**config.mk**
```make
export PLATFORM = sky130hd
export DESIGN_NAME = zcl_attribute_report_decoder
export DESIGN_NICKNAME = d
export VERILOG_FILES = /design/src/rtl/zard_pkg.sv /design/src/rtl/zcl_attribute_report_decoder.sv /design/src/rtl/zard_match.sv /design/src/rtl/zard_decode.sv
export SDC_FILE = /design/constraint.sdc
export NUM_CORES = 1
export LEC_CHECK = 0
export ABC_AREA = 1
export BUFFER_PORTS_ARGS = -buffer_cell sky130_fd_sc_hd__buf_2
export CAP_MARGIN = 20
export CELL_PAD_IN_SITES_DETAIL_PLACEMENT = 0
export CELL_PAD_IN_SITES_GLOBAL_PLACEMENT = 1
export CORE_MARGIN = 4
export CORE_UTILIZATION = 45
export CTS_BUF_LIST = sky130_fd_sc_hd__clkbuf_4
export CTS_CLUSTER_SIZE = 20
export DETAILED_ROUTE_END_ITERATION = 8
export PLACE_DENSITY_LB_ADDON = 0.1
export SLEW_MARGIN = 10
export SYNTH_ARGS = -nofsm -noshare
export SYNTH_HDL_FRONTEND = slang
export SYNTH_SLANG_ARGS = --single-unit
export TNS_END_PERCENT = 20
```
**constraint.sdc**
```tcl
create_clock -name clk_i -period 11.25 [get_ports clk_i]
set_input_delay 1.125 -clock clk_i [delete_from_list [all_inputs] [get_ports clk_i]]
set_output_delay 1.125 -clock clk_i [all_outputs]
set_load 0.01 [all_outputs]
```
**src/rtl/zard_pkg.sv**
```systemverilog
// Shared types, codes and mapping table for the attribute report decoder.
package zard_pkg;

  localparam int unsigned NumMaps = 5;

  typedef enum logic [1:0] {
    StOk        = 2'd0,
    StNotMapped = 2'd1,
    StInvalid   = 2'd2
  } status_e;

  localparam logic [7:0] TagBool = 8'h10;
  localparam logic [7:0] TagU8   = 8'h20;
  localparam logic [7:0] TagU16  = 8'h21;
  localparam logic [7:0] TagU24  = 8'h22;
  localparam logic [7:0] TagU32  = 8'h23;
  localparam logic [7:0] TagS8   = 8'h28;
  localparam logic [7:0] TagS16  = 8'h29;
  localparam logic [7:0] TagS32  = 8'h2B;
  localparam logic [7:0] TagF32  = 8'h39;

  localparam logic [15:0] BatteryCluster = 16'h0001;

  typedef struct packed {
    logic [15:0] cl;
    logic [15:0] at;
    logic        binary;
    logic        battery;
    logic [12:0] neg_lim;
    logic [13:0] pos_lim;
    logic [6:0]  mul;
  } map_entry_t;

  localparam map_entry_t MapTable [NumMaps] = '{
    '{cl: 16'h0402, at: 16'h0000, binary: 1'b0, battery: 1'b0,
      neg_lim: 13'd4000, pos_lim: 14'd8000, mul: 7'd1},
    '{cl: 16'h0405, at: 16'h0000, binary: 1'b0, battery: 1'b0,
      neg_lim: 13'd0, pos_lim: 14'd10000, mul: 7'd1},
    '{cl: 16'h040D, at: 16'h0000, binary: 1'b0, battery: 1'b0,
      neg_lim: 13'd0, pos_lim: 14'd5000, mul: 7'd100},
    '{cl: 16'h000F, at: 16'h0055, binary: 1'b1, battery: 1'b0,
      neg_lim: 13'd0, pos_lim: 14'd0, mul: 7'd0},
    '{cl: 16'h0001, at: 16'h0021, binary: 1'b0, battery: 1'b1,
      neg_lim: 13'd0, pos_lim: 14'd200, mul: 7'd50}
  };

  typedef struct packed {
    logic        hit;
    logic        binary;
    logic        battery;
    logic [12:0] neg_lim;
    logic [13:0] pos_lim;
    logic [6:0]  mul;
  } map_sel_t;

  typedef struct packed {
    status_e            status;
    logic [63:0]        address;
    logic [15:0]        cluster;
    logic [15:0]        attribute;
    logic [7:0]         type_tag;
    logic signed [19:0] value_centi;
    logic               value_flag;
    logic [7:0]         quality;
    logic [7:0]         battery;
  } result_t;

endpackage

```
**src/rtl/zcl_attribute_report_decoder.sv**
```systemverilog
// Top level of the attribute report decoder: input register, decode, result register.
//
// Decodes one attribute report per request and returns one result for each. A new request
// can be accepted in every clock cycle unless the output side stalls; an accepted request
// waits in the input register while the mapping lookup and decode feed the result register.
// Both sides use valid/ready; a stalled result holds in the result register while the input
// register can still take one more request, so in_ready_o drops only when both registers
// are full and out_ready_i is low. There is no configuration and no state between requests.
module zcl_attribute_report_decoder (
  input  logic               clk_i,
  input  logic               rst_ni,
  input  logic               in_valid_i,
  output logic               in_ready_o,
  input  logic [63:0]        source_address_i,
  input  logic [15:0]        cluster_i,
  input  logic [15:0]        attribute_i,
  input  logic [7:0]         type_tag_i,
  input  logic [31:0]        payload_bytes_i,
  input  logic [7:0]         payload_len_i,
  input  logic [7:0]         link_quality_i,
  output logic               out_valid_o,
  input  logic               out_ready_i,
  output logic [1:0]         status_o,
  output logic [63:0]        report_address_o,
  output logic [15:0]        report_cluster_o,
  output logic [15:0]        report_attribute_o,
  output logic [7:0]         report_type_o,
  output logic signed [19:0] value_centi_o,
  output logic               value_flag_o,
  output logic [7:0]         report_quality_o,
  output logic [7:0]         battery_percent_o
);

  logic               s1_valid_q, s1_valid_d;
  logic               out_valid_q, out_valid_d;
  logic [63:0]        addr_q;
  logic [15:0]        cluster_q;
  logic [15:0]        attr_q;
  logic [7:0]         tag_q;
  logic [31:0]        payload_q;
  logic [7:0]         len_q;
  logic [7:0]         lqi_q;
  logic               out_adv;
  zard_pkg::map_sel_t map_sel;
  zard_pkg::result_t  res_d;
  zard_pkg::result_t  res_q;

  assign out_adv    = !out_valid_q || out_ready_i;
  assign in_ready_o = !s1_valid_q || out_adv;

  always_comb begin
    s1_valid_d  = s1_valid_q;
    out_valid_d = out_valid_q;
    if (in_ready_o) s1_valid_d = in_valid_i;
    if (out_adv) out_valid_d = s1_valid_q;
  end

  always_ff @(posedge clk_i or negedge rst_ni) begin
    if (!rst_ni) begin
      s1_valid_q  <= 1'b0;
      out_valid_q <= 1'b0;
    end else begin
      s1_valid_q  <= s1_valid_d;
      out_valid_q <= out_valid_d;
    end
  end

  // capture the request
  always_ff @(posedge clk_i) begin
    if (in_valid_i && in_ready_o) begin
      addr_q    <= source_address_i;
      cluster_q <= cluster_i;
      attr_q    <= attribute_i;
      tag_q     <= type_tag_i;
      payload_q <= payload_bytes_i;
      len_q     <= payload_len_i;
      lqi_q     <= link_quality_i;
    end
  end

  zard_match u_match (
    .cluster_i   (cluster_q),
    .attribute_i (attr_q),
    .map_o       (map_sel)
  );

  zard_decode u_decode (
    .map_i            (map_sel),
    .source_address_i (addr_q),
    .cluster_i        (cluster_q),
    .attribute_i      (attr_q),
    .type_tag_i       (tag_q),
    .payload_bytes_i  (payload_q),
    .payload_len_i    (len_q),
    .link_quality_i   (lqi_q),
    .res_o            (res_d)
  );

  // load the result only when the output side can move
  always_ff @(posedge clk_i) begin
    if (s1_valid_q && out_adv) begin
      res_q <= res_d;
    end
  end

  assign out_valid_o        = out_valid_q;
  assign status_o           = res_q.status;
  assign report_address_o   = res_q.address;
  assign report_cluster_o   = res_q.cluster;
  assign report_attribute_o = res_q.attribute;
  assign report_type_o      = res_q.type_tag;
  assign value_centi_o      = res_q.value_centi;
  assign value_flag_o       = res_q.value_flag;
  assign report_quality_o   = res_q.quality;
  assign battery_percent_o  = res_q.battery;

`ifndef NO_ASSERTIONS
  a_stall_only_when_full: assert property (@(posedge clk_i) disable iff (!rst_ni)
    !in_ready_o |-> (s1_valid_q && out_valid_q && !out_ready_i))
    else $error("input stalled while pipeline not full");

  a_zero_unless_ok: assert property (@(posedge clk_i) disable iff (!rst_ni)
    (out_valid_o && status_o != zard_pkg::StOk) |->
      (report_address_o == 64'd0 && value_centi_o == 20'sd0 &&
       battery_percent_o == 8'd0 && value_flag_o == 1'b0))
    else $error("non-ok result carries data");

  a_flag_value: assert property (@(posedge clk_i) disable iff (!rst_ni)
    (out_valid_o && value_flag_o) |-> (value_centi_o == 20'sd100))
    else $error("active binary flag without value 100");

  a_battery_range: assert property (@(posedge clk_i) disable iff (!rst_ni)
    (out_valid_o && status_o == zard_pkg::StOk && battery_percent_o != 8'hFF) |->
      (battery_percent_o <= 8'd100 && report_cluster_o == zard_pkg::BatteryCluster))
    else $error("battery percent out of range or on a non-battery report");
`endif

endmodule

```
**src/rtl/zard_match.sv**
```systemverilog
// Lookup of the cluster/attribute pair in the fixed mapping table.
module zard_match (
  input  logic [15:0]         cluster_i,
  input  logic [15:0]         attribute_i,
  output zard_pkg::map_sel_t  map_o
);

  always_comb begin
    map_o = '0;
    // scan backward so the first matching entry wins
    for (int i = zard_pkg::NumMaps - 1; i >= 0; i--) begin
      if (zard_pkg::MapTable[i].cl == cluster_i && zard_pkg::MapTable[i].at == attribute_i) begin
        map_o.hit     = 1'b1;
        map_o.binary  = zard_pkg::MapTable[i].binary;
        map_o.battery = zard_pkg::MapTable[i].battery;
        map_o.neg_lim = zard_pkg::MapTable[i].neg_lim;
        map_o.pos_lim = zard_pkg::MapTable[i].pos_lim;
        map_o.mul     = zard_pkg::MapTable[i].mul;
      end
    end
  end

endmodule

```
**src/rtl/zard_decode.sv**
```systemverilog
// Payload decode, range check, scaling and rounding of one report.
module zard_decode (
  input  zard_pkg::map_sel_t  map_i,
  input  logic [63:0]         source_address_i,
  input  logic [15:0]         cluster_i,
  input  logic [15:0]         attribute_i,
  input  logic [7:0]          type_tag_i,
  input  logic [31:0]         payload_bytes_i,
  input  logic [7:0]          payload_len_i,
  input  logic [7:0]          link_quality_i,
  output zard_pkg::result_t   res_o
);

  // round p / 2^s to nearest, ties up; p stays below 2^31
  function automatic logic [30:0] rnd_shift(input logic [30:0] p, input logic [7:0] s);
    logic [31:0] half;
    logic [31:0] sum;
    logic [30:0] q;
    half = 32'd0;
    sum  = 32'd0;
    if (s == 8'd0) begin
      q = p;
    end else if (s > 8'd31) begin
      q = '0;
    end else begin
      half = 32'd1 << (s[4:0] - 5'd1);
      sum  = {1'b0, p} + half;
      q    = 31'(sum >> s[4:0]);
    end
    return q;
  endfunction

  logic [2:0]         w;
  logic               neg;
  logic               huge;
  logic               nan;
  logic [32:0]        mag;
  logic [7:0]         sh;
  logic [7:0]         ex;
  logic [22:0]        fr;
  logic [32:0]        ip;
  logic [32:0]        mask;
  logic               frac;
  logic [13:0]        lim;
  logic               out_of_range;
  logic [30:0]        prod;
  logic [30:0]        cmag;
  logic [30:0]        bmag;
  zard_pkg::status_e  st;
  logic               flag;
  logic [19:0]        centi;
  logic [7:0]         batt;

  assign ex = payload_bytes_i[30:23];
  assign fr = payload_bytes_i[22:0];

  always_comb begin
    w    = 3'd0;
    neg  = 1'b0;
    huge = 1'b0;
    nan  = 1'b0;
    mag  = '0;
    sh   = 8'd0;
    unique case (type_tag_i) inside
      zard_pkg::TagBool, zard_pkg::TagU8: begin
        w   = 3'd1;
        mag = {25'd0, payload_bytes_i[7:0]};
      end
      zard_pkg::TagU16: begin
        w   = 3'd2;
        mag = {17'd0, payload_bytes_i[15:0]};
      end
      zard_pkg::TagU24: begin
        w   = 3'd3;
        mag = {9'd0, payload_bytes_i[23:0]};
      end
      zard_pkg::TagU32: begin
        w   = 3'd4;
        mag = {1'b0, payload_bytes_i};
      end
      zard_pkg::TagS8: begin
        w   = 3'd1;
        neg = payload_bytes_i[7];
        mag = {25'd0, payload_bytes_i[7:0]};
        if (neg) mag = 33'h100 - mag;
      end
      zard_pkg::TagS16: begin
        w   = 3'd2;
        neg = payload_bytes_i[15];
        mag = {17'd0, payload_bytes_i[15:0]};
        if (neg) mag = 33'h1_0000 - mag;
      end
      zard_pkg::TagS32: begin
        w   = 3'd4;
        neg = payload_bytes_i[31];
        mag = {1'b0, payload_bytes_i};
        if (neg) mag = 33'h1_0000_0000 - mag;
      end
      zard_pkg::TagF32: begin
        w   = 3'd4;
        neg = payload_bytes_i[31];
        if (ex == 8'hFF) begin
          if (fr != 23'd0) begin
            nan = 1'b1;
          end else begin
            huge = 1'b1;
            mag  = 33'd1;
          end
        end else if (ex == 8'd0) begin
          mag = {10'd0, fr};
          sh  = 8'd149;
        end else begin
          mag = {9'd0, 1'b1, fr};
          // magnitude of 2^23 or more is far beyond any limit
          if (ex >= 8'd150) huge = 1'b1;
          else sh = 8'd150 - ex;
        end
      end
      default: begin
        w = 3'd0;
      end
    endcase
  end

  // integer part and fraction flag of mag / 2^sh
  always_comb begin
    if (sh >= 8'd33) begin
      ip   = '0;
      mask = '1;
    end else begin
      ip   = mag >> sh[5:0];
      mask = (33'd1 << sh[5:0]) - 33'd1;
    end
    frac         = |(mag & mask);
    lim          = neg ? {1'b0, map_i.neg_lim} : map_i.pos_lim;
    out_of_range = (ip > {19'd0, lim}) || (ip == {19'd0, lim} && frac);
  end

  // a value that passes the check fits in 24 bits, so drop the upper bits
  assign prod = 31'({7'd0, mag[23:0]} * {24'd0, map_i.mul});
  assign cmag = rnd_shift(prod, sh);
  assign bmag = rnd_shift({7'd0, mag[23:0]}, sh + 8'd1);

  always_comb begin
    st    = zard_pkg::StOk;
    flag  = 1'b0;
    centi = 20'd0;
    batt  = 8'hFF;
    if (!map_i.hit) begin
      st = zard_pkg::StNotMapped;
    end else if (w == 3'd0 || payload_len_i < {5'd0, w} || nan) begin
      st = zard_pkg::StInvalid;
    end else if (map_i.binary) begin
      flag  = huge || (mag != 33'd0);
      centi = flag ? 20'd100 : 20'd0;
    end else if (huge || out_of_range) begin
      st = zard_pkg::StInvalid;
    end else begin
      centi = neg ? (20'd0 - cmag[19:0]) : cmag[19:0];
      if (map_i.battery) batt = bmag[7:0];
    end
  end

  always_comb begin
    res_o        = '0;
    res_o.status = st;
    if (st == zard_pkg::StOk) begin
      res_o.address     = source_address_i;
      res_o.cluster     = cluster_i;
      res_o.attribute   = attribute_i;
      res_o.type_tag    = type_tag_i;
      res_o.value_centi = centi;
      res_o.value_flag  = flag;
      res_o.quality     = link_quality_i;
      res_o.battery     = batt;
    end
  end

endmodule

```
==> impl_metrics.json, run 1 <==
{
  "syn_to_final_growth_pct": 12.06,
  "period_share": 0.9257,
  "critPathKind": "flop to flop",
  "outcome": "complete, no violations",
  "synth.area.top_cells": "edfxtp_1, nand2_1, nand3_1",
  "arrival_ns": 10.90,
  "worst_slew_pin_slew_ns": 1.023,
  "cts_tree": "yes",
  "crit_fanout": 8,
  "pre_cts_slack_ns": 0.5613,
  "gp_congestion": 1.031,
  "yosysWarnings": 0,
  "place_hpwl_microns": 81610,
  "ys_types": 60,
  "synth_ff_type": "edfxtp_1",
  "syn_area_sq_mm": 0.02817,
  "required_ns": 11.74,
  "gr-usage-met2": 0.4656,
  "fmax_ghz": 0.09602,
  "powerDensity_mw_per_mm2": 80.30,
  "drc": 0,
  "drt_iter0_drc": 3067,
  "grt_first_pass_wirelength_microns": 155700,
  "finalWorstSetupSlack_ns": 0.8356,
  "drtPass1Iterations": 6,
  "synth_seq_cells": 297,
  "clockBufferDepth": 3,
  "numCtsBuffers": 78,
  "yosysTopAreaCell": "edfxtp_1",
  "portBuffers": 300,
  "io_pins": 301,
  "ir_worst_vdd_v": 0.0001109,
  "cts-root-buf": "clkbuf_4",
  "cts_num_sinks": 297,
  "syn_inst": 3988,
  "total_power_mw": 2.535,
  "synthArstFlopShare": 0.006734,
  "clk_pin_slew_ns": 0.07,
  "place_area_sq_mm": 0.03057,
  "clock_latency_ns": 0.84,
  "grt-ovfl-total": 0,
  "syn_avg_cell_area_sq_um": 7.065,
  "setup_viol": 0,
  "grt_pass1_vias": 26600,
  "rsz0062_at_grt": "no",
  "seq_area_frac_synth": 0.3162,
  "htreeDepth": 3,
  "multi_input_area_sq_mm": 0.01670,
  "report.final.hold_viol_count": 0,
  "grtUsageMet1": 0.4221,
  "initial_utilization": 0.4557,
  "grt.busiest_layer": "met2",
  "grt_util_met3": 0.04398,
  "rows": 91,
  "final_common_cell": "nand2_1",
  "vias": 28400,
  "critPathCaptureType": "flop",
  "ant_nets": 0,
  "hold_path.class": "primary input to flop",
  "slew_viol_final": 0,
  "synth_top_area_frac": 0.3144,
  "synth_edf_count": 295,
  "die-area_sq_mm": 0.06668,
  "cellLeakagePower_nw": 15.61,
  "hold_start": "payload_len_i[1]",
  "cap_violations": 0,
  "track_usage": 0.2984,
  "final_area_sq_mm": 0.03157,
  "max_stage_delay_ns": 0.55,
  "drive_above_1_share": 0.1301,
  "wl_per_cell_microns": 19.67,
  "layout.nets": 4719,
  "r2r-start": "payload_q[24]$_DFFE_PP_",
  "fp.dieH_microns": 258.2,
  "slew_headroom": 0.3177,
  "via_per_inst": 5.456,
  "setup_tns_ns": 0,
  "fin_util": 0.5107,
  "design.core.area_sq_mm": 0.06183,
  "dieWidth_microns": 258.2,
  "finalClockSkew_ns": 0.08487,
  "path_common_cell": "nand3_1",
  "fillers": 6359,
  "seq_area_sq_mm": 0.008909,
  "final_cell_mix": "nand2_1, inv_1, nor2_1",
  "start_kind": "flop",
  "startpoint": "payload_q[24]$_DFFE_PP_",
  "antenna_found_initial": 2,
  "routed_wl_microns": 102400,
  "grt_max_degree": 82,
  "final.min_clock_period_ns": 10.41,
  "cp_slowest_cell": "fa_1"
}
==> synthesized netlist by cell type (29+ instances only) <==
cell      count
clkbuf_1     45
xor2_1       54
nor4_1       29
buf_2        43
nand4_1      74
nor2_2       29
ha_1        161
nor2_1      536
edfxtp_1    295
nor3_1       64
nand2_1     947
inv_1       541
o21ai_0     162
a21oi_1     179
fa_1         87
nand3_1     491
==> registers in the layout, summed over array words and instances (netlist names) <==
name,cells
report_type_o,8
report_attribute_o,16
report_quality_o,8
cluster_q,16
battery_percent_o,8
lqi_q,8
out_valid_o,1
addr_q,64
report_address_o,64
payload_q,32
status_o,2
report_cluster_o,16
value_centi_o,20
value_flag_o,1
len_q,8
s1_valid_q,1
tag_q,8
attr_q,16
==> path summary, 6_finish.rpt <==
path | to | cells after the start | slack [ns]
max | value_centi_o[8]$_SDFFCE_PP0P_ | 57 | 0.84
min | len_q[1]$_DFFE_PP_ | 1 | 0.46
max reg2reg | value_centi_o[8]$_SDFFCE_PP0P_ | 57 | 0.84
min reg2reg | out_valid_o$_DFFE_PN0P_ | 2 | 0.52
max in group asynchronous | s1_valid_q$_DFFE_PN0N_ | 2 | 10.51
min in group asynchronous | out_valid_o$_DFFE_PN0P_ | 2 | 0.64
==> metal layers <==
metal	up-vias	routed length [microns]
li1	13830	-
met1	13070	45080
met2	1264	45020
met3	236	7640
met4	0	4649
met5	-	0
==> area by class of cell <==
type / count / share of cell area
multi-input combinational: 3028 / 0.5289
timing repair buffer: 342 / 0.05762
clock buffer: 105 / 0.02497
inverter: 568 / 0.06773
sequential: 297 / 0.2822
clock inverter: 25 / 0.005192
tap: 837 / 0.03317
antenna: 3 / 0.0002378
==> power by group <==
part           total, mW  switching (mW)  internal (mW)
Sequential          1.36          0.0337           1.33
Combinational      0.268           0.183         0.0847
Clock              0.908           0.464          0.444
==> repair_timing <==
item                                   CTS  global route
hold buffers                             1             0
endpoints found under the hold margin    2             0
gates resized for setup                  0            13
setup endpoints to repair                0            18
setup buffers                            0             1
==> critical path: cells and delay by family, from the launching register on <==
kind / cells / cell delay, ns
buffers and inverters: 7 / 0.68
DFF: 1 / 0.43
and+or+nand+nor: 26 / 2.72
adders and majority gates: 8 / 3.25
xor gates and xnor gates: 2 / 0.33
AOI/OAI and AO/OA: 14 / 2.64
==> per-stage QoR <==
step                hold WS (ns)  cells
global route              0.3779   5205
global placement          0.5000   5070
floorplan                 0.4471   4012
finish                    0.4593   5205
detailed placement        0.5102   5070
CTS                       0.3427   5201
==> kinds of logic after synthesis <==
family          after synthesis  synth area share
buf+inv                     687           0.09584
simple gates               2220            0.3393
other cells                   1         0.0001331
flops                       297            0.3162
compound gates              460           0.09122
mux                           2         0.0007106
xor+xnor                     73           0.02323
fa+ha+maj                   248            0.1333
Power figures use the tool's default switching activity.
==> run 2, diff against run 1 <==
ABC_AREA = unset   (was 1)
RECOVER_POWER = 100   (was unset)
==> run 2 against run 1 <==
- the run now ends with capacitance limit, slew limit left
- sequential cell count did not move
- design area fell by 0.87%
- register-to-register slack got worse by 0.45 ns
- largest power group unchanged
- highest routed layer is now met5
==> impl_metrics.json, run 2 <==
{
  "outcome": "finished, violations left",
  "violations": "capacitance limit, slew limit",
  "synthArstFlopShare": 0.006734,
  "vias": 26560,
  "post_synth_xor_area_fraction": 0.03586,
  "yosysTopAreaCell": "edfxtp_1",
  "syn_avg_cell_area_sq_um": 8.839,
  "period_share": 0.9657,
  "synth.area.top_cells": "edfxtp_1, ha_1, fa_1",
  "grt-ovfl-total": 0,
  "synth_simple_gate_area_frac": 0.2200,
  "cts_tree": "yes",
  "total_power_mw": 2.502,
  "grt_pass1_vias": 25610,
  "syn_to_final_growth_pct": 14.56,
  "initial_utilization": 0.4535,
  "syn_area_sq_mm": 0.02732,
  "htreeDepth": 3,
  "synth_commonest_cells": "nor2_1, edfxtp_1, nand2_1, a21oi_1, inv_1",
  "cts-root-buf": "clkbuf_4",
  "final_area_sq_mm": 0.03130,
  "yosysWarnings": 0,
  "grt_first_pass_wirelength_microns": 156500,
  "max_stage_delay_ns": 0.54,
  "cts_num_sinks": 297,
  "hold_ws_ns": 0.4837,
  "synth_compound_area_frac": 0.2061,
  "worst_slew_pin_slew_ns": 4.872,
  "grt_max_degree": 81,
  "setup_tns_ns": 0,
  "cap_violations": 5,
  "clock_latency_ns": 0.81,
  "slew_headroom": -2.248,
  "final_cell_mix": "nor2_1, edfxtp_1, nand2_1",
  "final_common_cell": "nor2_1",
  "portBuffers": 300,
  "yosysMostFrequentCell": "nor2_1",
  "critPathCaptureType": "flop",
  "path_common_cell": "nor2_1",
  "rows": 90,
  "required_ns": 11.73,
  "crit_fanout": 11,
  "cellLeakagePower_nw": 12.85,
  "gp_congestion": 1.030,
  "routed_wl_microns": 106300,
  "critPathKind": "flop to flop",
  "dieWidth_microns": 254.4,
  "wl_per_cell_microns": 24.52,
  "hold_path.class": "primary input to flop",
  "fmax_ghz": 0.09204,
  "arrival_ns": 11.35,
  "synth_fa_ha_area_frac": 0.1375,
  "powerDensity_mw_per_mm2": 79.95,
  "ys_types": 127,
  "via_per_inst": 6.128,
  "final.min_clock_period_ns": 10.86,
  "design.core.area_sq_mm": 0.06025,
  "clockBufferDepth": 3,
  "io_pins": 301,
  "cp_slowest_cell": "fa_1",
  "ant_nets": 0,
  "layout.nets": 3907,
  "drtPass1Iterations": 6,
  "numCtsBuffers": 76,
  "drc": 0,
  "start_kind": "flop",
  "place_hpwl_microns": 83130,
  "synth_top_family_by_area": "simple AND/OR/NAND/NOR gates",
  "synth_seq_cells": 297,
  "synth_edf_count": 295,
  "setup_viol": 0,
  "slew_viol_final": 343,
  "fin_util": 0.5195,
  "synth_mux_area_frac": 0.01667,
  "clk_pin_slew_ns": 0.07,
  "drt_iter0_drc": 2886,
  "die-area_sq_mm": 0.06472,
  "fp.dieH_microns": 254.4,
  "synth_top_area_frac": 0.3243,
  "ir_worst_vdd_v": 0.0001427,
  "ff2ff_setup_slack_ns": 0.39,
  "finalClockSkew_ns": 0.08329,
  "drive_above_1_share": 0.1689,
  "antenna_found_initial": 6,
  "track_usage": 0.3173,
  "seq_area_frac_synth": 0.3261,
  "synth_ff_type": "edfxtp_1",
  "syn_inst": 3091,
  "place_area_sq_mm": 0.03028,
  "report.final.hold_viol_count": 0
}
run 2: cell count changes in the layout (fill, tap and decap cells not counted), sizes merged, moves of 31 or more:
| cell | before | now |
|---|---|---|
| clkbuf | 105 | 262 |
| o21a | 4 | 35 |
| xnor2 | 17 | 75 |
| nand4 | 75 | 34 |
| nand2 | 960 | 250 |
| nand3 | 497 | 79 |
| inv | 566 | 194 |
| nor3 | 64 | 102 |
| o211ai | 17 | 55 |
| nor2 | 569 | 408 |
| a211oi | 4 | 52 |
| and2 | 3 | 115 |
run 2: final cells by class:
| class | instances | area [sq um] |
|---|---|---|
| Antenna cell | 5 | 12.51 |
| Clock buffer | 108 | 810.8 |
| Clock inverter | 14 | 97.59 |
| Fill cell | 5807 | 28950 |
| Inverter | 196 | 742.0 |
| Multi-Input combinational cell | 2463 | 17170 |
| Sequential cell | 297 | 8909 |
| Tap cell | 782 | 978.4 |
| Timing Repair Buffer | 469 | 2574 |
run 2: worst paths after layout:
path,start,endpoint,cells past startpoint
setup / recovery,tag_q[3]$_DFFE_PP_,value_centi_o[12]$_SDFFCE_PP0P_,42
hold / removal,link_quality_i[2],lqi_q[2]$_DFFE_PP_,1
setup reg to reg,tag_q[3]$_DFFE_PP_,value_centi_o[12]$_SDFFCE_PP0P_,42
hold reg to reg,addr_q[49]$_DFFE_PP_,report_address_o[49]$_SDFFCE_PP0P_,1
max in group asynchronous,rst_ni,s1_valid_q$_DFFE_PN0N_,2
min in group asynchronous,rst_ni,out_valid_o$_DFFE_PN0P_,2
run 2: critical path, delay by kind of cell (launching register included):
family | cells | cell delay (ns)
flip-flops | 1 | 0.43
buffers and inverters | 5 | 0.64
XOR/XNOR | 2 | 0.62
AO/OA/AOI/OAI | 15 | 3.58
adder cells (fa/ha/maj) | 7 | 3.07
multiplexers | 1 | 0.30
AND/OR/NAND/NOR | 12 | 1.89
run 2: repair_timing:
action / CTS / global route
pin swaps: 0 / 11
setup endpoints to repair: 1 / 19
hold endpoints to repair: 2 / 0
gates resized for setup: 1 / 54
hold buffers: 1 / 0
buffers inserted: 0 / 14
run 2: report_power, final:
group          switching, mW  leakage, nW  total, mW  internal (mW)
Combinational          0.182         9.39      0.267         0.0844
Sequential            0.0278         2.91       1.34           1.31
Clock                  0.439        0.548      0.900          0.461
run 2: metal layers:
layer	up-vias	track usage	routed length, microns
met1	12710	0.4271	44290
met5	-	0	35
met2	1367	0.4966	47710
met3	328	0.05823	8495
li1	12150	-	-
met4	6	0.1545	5733
run 2: cells by family after synthesis:
logic type | after synthesis
flip-flops | 297
multiplexers | 44
buffers and inverters | 355
AND/OR/NAND/NOR | 1211
AO/OA/AOI/OAI | 824
other | 1
adder cells (fa/ha/maj) | 248
XOR/XNOR | 111
run 2: per-stage QoR:
step           std cells  setup slack (ns)
2_1_floorplan       3115            0.3398
4_1_cts             4312           0.07857
5_1_grt             4332          -0.04957
3_5_place_dp        4189           0.03974
3_3_place_gp        4189            0.3354
6_report            4334            0.3855
